File: src/rtl/avt_pkg.sv
// Shared types and constants of the affine vertex transform unit.
package avt_pkg;

	// Command codes carried in the input tuser
	localparam logic [2:0] CMD_WRITE     = 3'd0;
	localparam logic [2:0] CMD_VEC4      = 3'd1;
	localparam logic [2:0] CMD_POINT     = 3'd2;
	localparam logic [2:0] CMD_INVERSE   = 3'd3;
	localparam logic [2:0] CMD_TRANSLATE = 3'd4;
	localparam logic [2:0] CMD_SCALE     = 3'd5;

	// Command queue between front and back
	localparam int QUEUE_DEPTH = 4;
	localparam int QPTR_W      = $clog2(QUEUE_DEPTH);

	// Beat layout
	localparam int S_DATA_W = 168;
	localparam int M_DATA_W = 128;

	typedef enum logic [2:0] {
		OP_WRITE,
		OP_VEC4,
		OP_POINT,
		OP_INVERSE,
		OP_TRANSLATE,
		OP_SCALE
	} op_t;

	typedef struct packed {
		op_t         op;
		logic [1:0]  row_index;
		logic [1:0]  col_index;
		logic [31:0] element_value;
		logic [31:0] vx;
		logic [31:0] vy;
		logic [31:0] vz;
		logic [31:0] vw;
	} queue_entry_t;

	typedef struct packed {
		logic full;
		logic empty;
	} queue_status_t;

	// ox sits in the lowest bits
	typedef struct packed {
		logic [31:0] ow;
		logic [31:0] oz;
		logic [31:0] oy;
		logic [31:0] ox;
	} result_t;

endpackage

File: src/rtl/avt_queue.sv
// Short command queue that decouples the front end from the datapath.
module avt_queue (
	input  logic                   clk,
	input  logic                   arst_n,
	input  logic                   push,
	input  avt_pkg::queue_entry_t  push_entry,
	input  logic                   pop,
	output avt_pkg::queue_entry_t  head,
	output avt_pkg::queue_status_t status
);
	import avt_pkg::*;

	queue_entry_t      entries_q [QUEUE_DEPTH];
	logic [QPTR_W-1:0] wr_ptr_q;
	logic [QPTR_W-1:0] rd_ptr_q;
	logic [QPTR_W:0]   count_q;
	logic              do_push;
	logic              do_pop;

	assign status.full  = (count_q == (QPTR_W+1)'(QUEUE_DEPTH));
	assign status.empty = (count_q == '0);
	assign do_push      = push && !status.full;
	assign do_pop       = pop && !status.empty;
	assign head         = entries_q[rd_ptr_q];

	// Store the pushed entry
	always_ff @(posedge clk) begin
		if (do_push) begin
			entries_q[wr_ptr_q] <= push_entry;
		end
	end

	// Advance pointers and occupancy
	always_ff @(posedge clk or negedge arst_n) begin
		if (!arst_n) begin
			wr_ptr_q <= '0;
			rd_ptr_q <= '0;
			count_q  <= '0;
		end else begin
			if (do_push) begin
				wr_ptr_q <= wr_ptr_q + 1'b1;
			end
			if (do_pop) begin
				rd_ptr_q <= rd_ptr_q + 1'b1;
			end
			if (do_push && !do_pop) begin
				count_q <= count_q + 1'b1;
			end else if (do_pop && !do_push) begin
				count_q <= count_q - 1'b1;
			end
		end
	end

endmodule

File: config.mk
export PLATFORM = sky130hd
export DESIGN_NAME = avt_queue
export DESIGN_NICKNAME = d
export VERILOG_FILES = /design/src/rtl/avt_pkg.sv /design/src/rtl/avt_queue.sv
export SDC_FILE = /design/constraint.sdc
export NUM_CORES = 1
export LEC_CHECK = 0
export ABC_AREA = 1
export BUFFER_PORTS_ARGS = -buffer_cell sky130_fd_sc_hd__buf_2
export CORE_MARGIN = 2
export CORE_UTILIZATION = 45
export CTS_CLUSTER_SIZE = 16
export DETAILED_ROUTE_END_ITERATION = 12
export PLACE_DENSITY = 0.64
export SETUP_SLACK_MARGIN = 0.1
export SYNTH_ARGS = -nofsm -noshare
export SYNTH_HDL_FRONTEND = slang
export SYNTH_SLANG_ARGS = --single-unit
File: constraint.sdc
create_clock -name clk -period 8.15 [get_ports clk]
set_input_delay 1.2225 -clock clk [delete_from_list [all_inputs] [get_ports clk]]
set_output_delay 1.2225 -clock clk [all_outputs]
set_load 0.1 [all_outputs]
* After elaboration in Yosys (flattened, before gate mapping)
Memory sizes are Yosys's and may differ from the RTL's.
Cells that the tools add are included.
** Word-level totals
- Flip-flop bits (word level) :: 7
- Logic and storage cells :: 23
- RAM bits :: 668
- Memories :: 1
** Memory list
- entries_q :: depth 4, width 167, rd ports 1, clocked after Yosys merged registers in 0, write ports 1, line avt_queue.sv:13 : queue_entry_t entries_q [QUEUE_DEPTH];
** Operators by class
- Equal/unequal tests :: 1
- Multiplexer cells :: 4
- Reductions and logical operators :: 10
- Add/subtract/negate cells :: 4
** Operators with widths (count)
- $mux W3 :: 2
- $add A2 B1 Y2 const B :: 2
- $logic_and A1 B1 Y1 :: 4
- $logic_not A1 Y1 :: 4
- $add A3 B1 Y3 const B :: 1
- $eq A3 B3 Y1 const B :: 1
- $logic_not A3 Y1 :: 1
- $sub A3 B1 Y3 const B :: 1
- $mux W1 :: 2
- $reduce_bool A2 Y1 :: 1

* Depth between registers and ports, before layout
Gate-level depths: netlist of run 1.
- Depth after elaboration :: 7
- Depth in mapped cells :: 12
- Mapped depth without buffers :: 12

* Worst setup path after synthesis of run 1
No wires, ideal clock.
- Kind :: input to register
- Start point :: in push
- End point :: mem entries_q[0][0] (netlist bit) (enable)
- Arrival :: 8.294 ns
- Data required time :: 7.453 ns
- Slack :: -0.841 ns
- Cell stages on the path :: 2
- Library setup time :: 0.697 ns
- Cells stage by stage :: nand2_1 nor2_1
** Between the ends
- Longest elaborated chain between the ends :: 3
** RTL lines
- start: declaration :: line avt_queue.sv:5 : input logic push,
- $logic_and A1 B1 Y1 :: line avt_queue.sv:22 : assign do_push = push && !status.full;
- $mux W1 :: line avt_queue.sv:28 : if (do_push) begin
- $mux W1 (not written as such) :: line avt_queue.sv:29 : entries_q[wr_ptr_q] <= push_entry;
- end: declaration :: line avt_queue.sv:13
Every way passes these cells.

==> results.toml, run 1 <==
[status]
status = "finished, final reports clean"

[clocking]
cts_max_path_buffers = 3
cts_max_level = 3
clock_latency_ns = 0.60
ctsHoldBuffers = 0
root_buffer = "clkbuf_16"
cts_setup_buffers = 0
cts_tree = "built"
cts_buffers = 70
cts_resized = 0
cts_sinks = 675
path_clk_slew_ns = 0.06

[die]
start_util = 0.454
core_sq_um = 58800
die_y_um = 248
io-pin-count = 340
die_area_sq_um = 61300
num_rows = 89
die_w_um = 248

[global_route]
grt_overflow = 0
grt_max_degree = 259
antenna_found_initial = 16
grt_pass1_vias = 15400
grt.total_usage = 0.182
grt_pass1_wl_mm = 85.6

[job]
max_cap_viol_count = 0

[logic_synthesis]
yosys_most_used_dff = "edfxtp_1"
yosys_warnings = 0
ys_types = 17
syn_area_sq_um = 26700
synth-seq-cells = 675
avgSynthCellArea_sq_um = 13.3
synth_nets = 2187
yosysSeqAreaShare = 0.758
synth.area.top_cells = "edfxtp_1 75%, o211ai_1 9.4%, nand2_1 7.3%, inv_1 4.9%, buf_2 1.1%"
synth_edf_count = 668
synth_top_area_frac = 0.752
synthArstFlopShare = 0.0104
synth_top_area_cell = "edfxtp_1"
synth_cells = 2010

[detailed_routing]
wl_per_cell_um = 17.8
viasPerCell = 4.98
vias = 15700
ant_nets = 0
drc_errors = 0
dr.first_iter.drc_count = 753
wl_mm = 56.1
firstDrtPassIters = 5

[final_layout]
final_layout_size_suffix_gt1_frac = 0.193
num-nets-final = 2505
nFillCells = 4847
syn2layout_area_growth_pct = 17.3
finish.utilization = 0.532

[critical_path]
cp.required_ns = 6.93
worst_ep_arrival_time_ns = 3.78
rrSetupSlack_ns = 4.75
worst-path-max-fanout = 101
path_class = "reg -> out"
start_kind = "flip-flop"
end_kind = "output pin"

[timing]
hold_violations = 0
drv_slew = 0
fmax_ghz = 0.200
setup_viol = 0
slew_headroom = 0.266
whs_ns = 0.462
worst_pin_slew_ns = 1.10
fin_tns_setup_ns = 0
fin_skew_ns = 0.0166
finalCritPeriodShare = 0.613
fin_crit_ns = 5.00
rsz0062_at_grt = "false"
worst_slack_ns = 3.15

[worst_hold_path]
hold_class = "in -> async"

[place]
portBuffers = 339
place_ws_ns = 3.70
dp_hpwl_mm = 33.3
gp_congestion = 0.788
state kept, by name, summed over array words and instances, names as in the netlist:
register   flops
count_q        3
wr_ptr_q       2
entries_q    668
rd_ptr_q       2
kinds of logic after synthesis:
logic type	Yosys count	synth area share
AOI/OAI and AO/OA	335	0.0941
xor gates and xnor gates	1	0.000328
adders and majority gates	6	0.00309
buffers and inverters	462	0.0693
DFF	675	0.758
and+or+nand+nor	531	0.0751
area by class of cell:
type | instances | area (sq um) | area share
flip-flops and latches | 675 | 20200 | 0.647
multi-input cells | 873 | 4640 | 0.148
inverters | 351 | 1330 | 0.0425
well taps | 773 | 967 | 0.0309
repair buffers | 357 | 1870 | 0.0597
clock buffers | 90 | 1910 | 0.0611
diodes | 9 | 22.5 | 0.000720
clock inverters | 32 | 320 | 0.0102
worst paths after layout:
check | startpoint | to | cells past startpoint
setup / recovery | rd_ptr_q[1] | head[101] | 5
hold reg to reg | count_q[2] | count_q[2] | 2
setup reg to reg | count_q[0] | entries_q[1][129] | 6
hold / removal | arst_n | rd_ptr_q[0] | 1
max in group asynchronous | arst_n | rd_ptr_q[1] | 1
min in group clk | count_q[2] | count_q[2] | 2
critical path, stage by stage (launching register included):
cell      delay (ns)
dfrtp_4         0.79
inv_6           0.82
buf_4           0.69
o211ai_1        0.20
nand2_1         0.12
buf_2           0.43
layer usage:
metal | up-vias | global-route usage | wire length, um
li1 | 7684 | - | -
met4 | 18 | 0.0572 | 1100
met3 | 86 | 0.0620 | 4670
met2 | 387 | 0.311 | 27800
met5 | - | 0 | 107
met1 | 7570 | 0.219 | 22500
per-stage QoR:
stage	cells	area (sq um)
2_1_floorplan	2010	26700
3_3_place_gp	3029	29000
3_5_place_dp	3029	29000
4_1_cts	3151	31300
5_1_grt	3154	31300
6_report	3160	31300
placed cells by master, fill, tap and decap left out, drive strengths merged, types with 7 or more instances in the layout:
| master | Yosys | final |
|---|---|---|
| edfxtp | 668 | 668 |
| buf | 66 | 357 |
| diode | 0 | 9 |
| clkinv | 0 | 23 |
| dfrtp | 7 | 7 |
| inv | 351 | 353 |
| nand3 | 7 | 7 |
| o211ai | 334 | 334 |
| clkbuf | 45 | 90 |
| nand2 | 519 | 519 |
cell usage after synthesis (3+ instances only):
library cell / instances
edfxtp_1: 668
nand2_1: 519
inv_1: 349
o211ai_1: 334
buf_2: 59
clkbuf_1: 45
dfrtp_1: 7
nand3_1: 7
ha_1: 5
buf_6: 4
nor2_1: 4
buf_4: 3
Power of run 1 is not shown: default switching activity piles up to over one toggle a cycle in this logic, so the estimate is an artifact.
==> run 2: changes to the inputs <==
Clock period 8.15 ns to 4.2 ns, I/O delays scaled along.
==> run 2 against run 1 <==
Routed wire length decreased by 1.8%. Non-clock buffer count is 10 higher. Register-to-register slack worse by 3.1 ns. Clock-buffer cell count shrank 5. Utilization increased by 0.48 points. Critical endpoint is now head[27]. Design area up 0.90%. Clock skew grew 0.0090 ns. Via count fell by 0.33%. Global-route usage shrank 0.42 points. Die area did not move.
==> results.toml, run 2 (synthesized netlist as in run 1, its figures left out) <==
[critical_path]
end_kind = "output pin"
cp.required_ns = 3.57
worst-path-max-fanout = 120
rrSetupSlack_ns = 1.69
start_kind = "flip-flop"
path_class = "reg -> out"
worst_ep_arrival_time_ns = 2.83

[clocking]
cts_setup_buffers = 0
cts_max_level = 3
ctsHoldBuffers = 1
path_clk_slew_ns = 0.06
cts_resized = 0
root_buffer = "clkbuf_16"
clock_latency_ns = 0.61
cts_tree = "built"
cts_buffers = 71
cts_max_path_buffers = 3
cts_sinks = 675

[timing]
rsz0062_at_grt = "false"
setup_viol = 0
hold_violations = 0
worst_pin_slew_ns = 0.977
fin_skew_ns = 0.0256
slew_headroom = 0.347
fmax_ghz = 0.289
fin_crit_ns = 3.46
finalCritPeriodShare = 0.823
fin_tns_setup_ns = 0
drv_slew = 0

[final_layout]
final_layout_size_suffix_gt1_frac = 0.197
finish.utilization = 0.537
reg_top3 = "entries_q x668, count_q x3"
layout_common_cells = "668 x edfxtp_1, 519 x nand2_1, 349 x inv_1"
num-nets-final = 2516
final_common_cell = "edfxtp_1"
fin_area_sq_um = 31600
largest_reg_flops = 668
syn2layout_area_growth_pct = 18.3
largest_register = "entries_q"

[global_route]
grt_overflow = 0
grt_pass1_vias = 15100
grt_max_degree = 170
grt_pass1_wl_mm = 83.2
grt.total_usage = 0.178
antenna_found_initial = 23

[job]
max_cap_viol_count = 0

[die]
die_area_sq_um = 61300
start_util = 0.454
io-pin-count = 340
die_w_um = 248
die_y_um = 248
core_sq_um = 58800
num_rows = 89

[place]
gp_congestion = 0.772
place_area_sq_um = 29300
dp_hpwl_mm = 32.2
portBuffers = 339

[detailed_routing]
firstDrtPassIters = 5
wl_per_cell_um = 17.4
viasPerCell = 4.94
wl_mm = 55.1
vias = 15700
drc_errors = 0
ant_nets = 0
dr.first_iter.drc_count = 790

[status]
status = "finished, final reports clean"

[worst_hold_path]
hold_class = "in -> reg"
[run 2: path summary, 6_finish.rpt]
| check | from | end | cells after the start |
|---|---|---|---|
| min | push_entry[116] | entries_q[1][116] | 1 |
| min in group asynchronous | arst_n | rd_ptr_q[1] | 2 |
| min reg2reg | count_q[2] | count_q[2] | 2 |
| max | rd_ptr_q[0] | head[27] | 5 |
| max in group asynchronous | arst_n | rd_ptr_q[1] | 2 |
| max reg2reg | count_q[0] | entries_q[3][89] | 5 |
[run 2: final cells by class]
class / count / area [sq um]
clock buffer: 85 / 1870
tap: 773 / 967
antenna: 12 / 30.0
fill: 4793 / 27200
inverter: 351 / 1330
clock inverter: 41 / 358
timing repair buffer: 367 / 2150
multi-input combinational: 873 / 4640
sequential: 675 / 20200
[run 2: per-stage QoR]
step                hold WS (ns)  cells  setup WS (ns)
floorplan                  0.334   2010          -1.42
global placement           0.475   3038           1.43
detailed placement         0.479   3038           1.38
CTS                        0.198   3165          0.707
global route               0.211   3170          0.568
finish                     0.239   3177          0.744
[run 2: worst max-delay path, cell delays in order, from the launching register on]
cell and delay, ns:
dfrtp_1 0.46, inv_8 0.46, buf_12 0.44, o211ai_1 0.15
nand2_1 0.13, buf_2 0.43
[run 2: per-layer routing]
layer  GRT usage  share of wire
met1       0.219           0.41
met2       0.296           0.49
met3      0.0581          0.075
met4      0.0631          0.019
met5           0         0.0032
Power of run 2 is left out for the same reason.
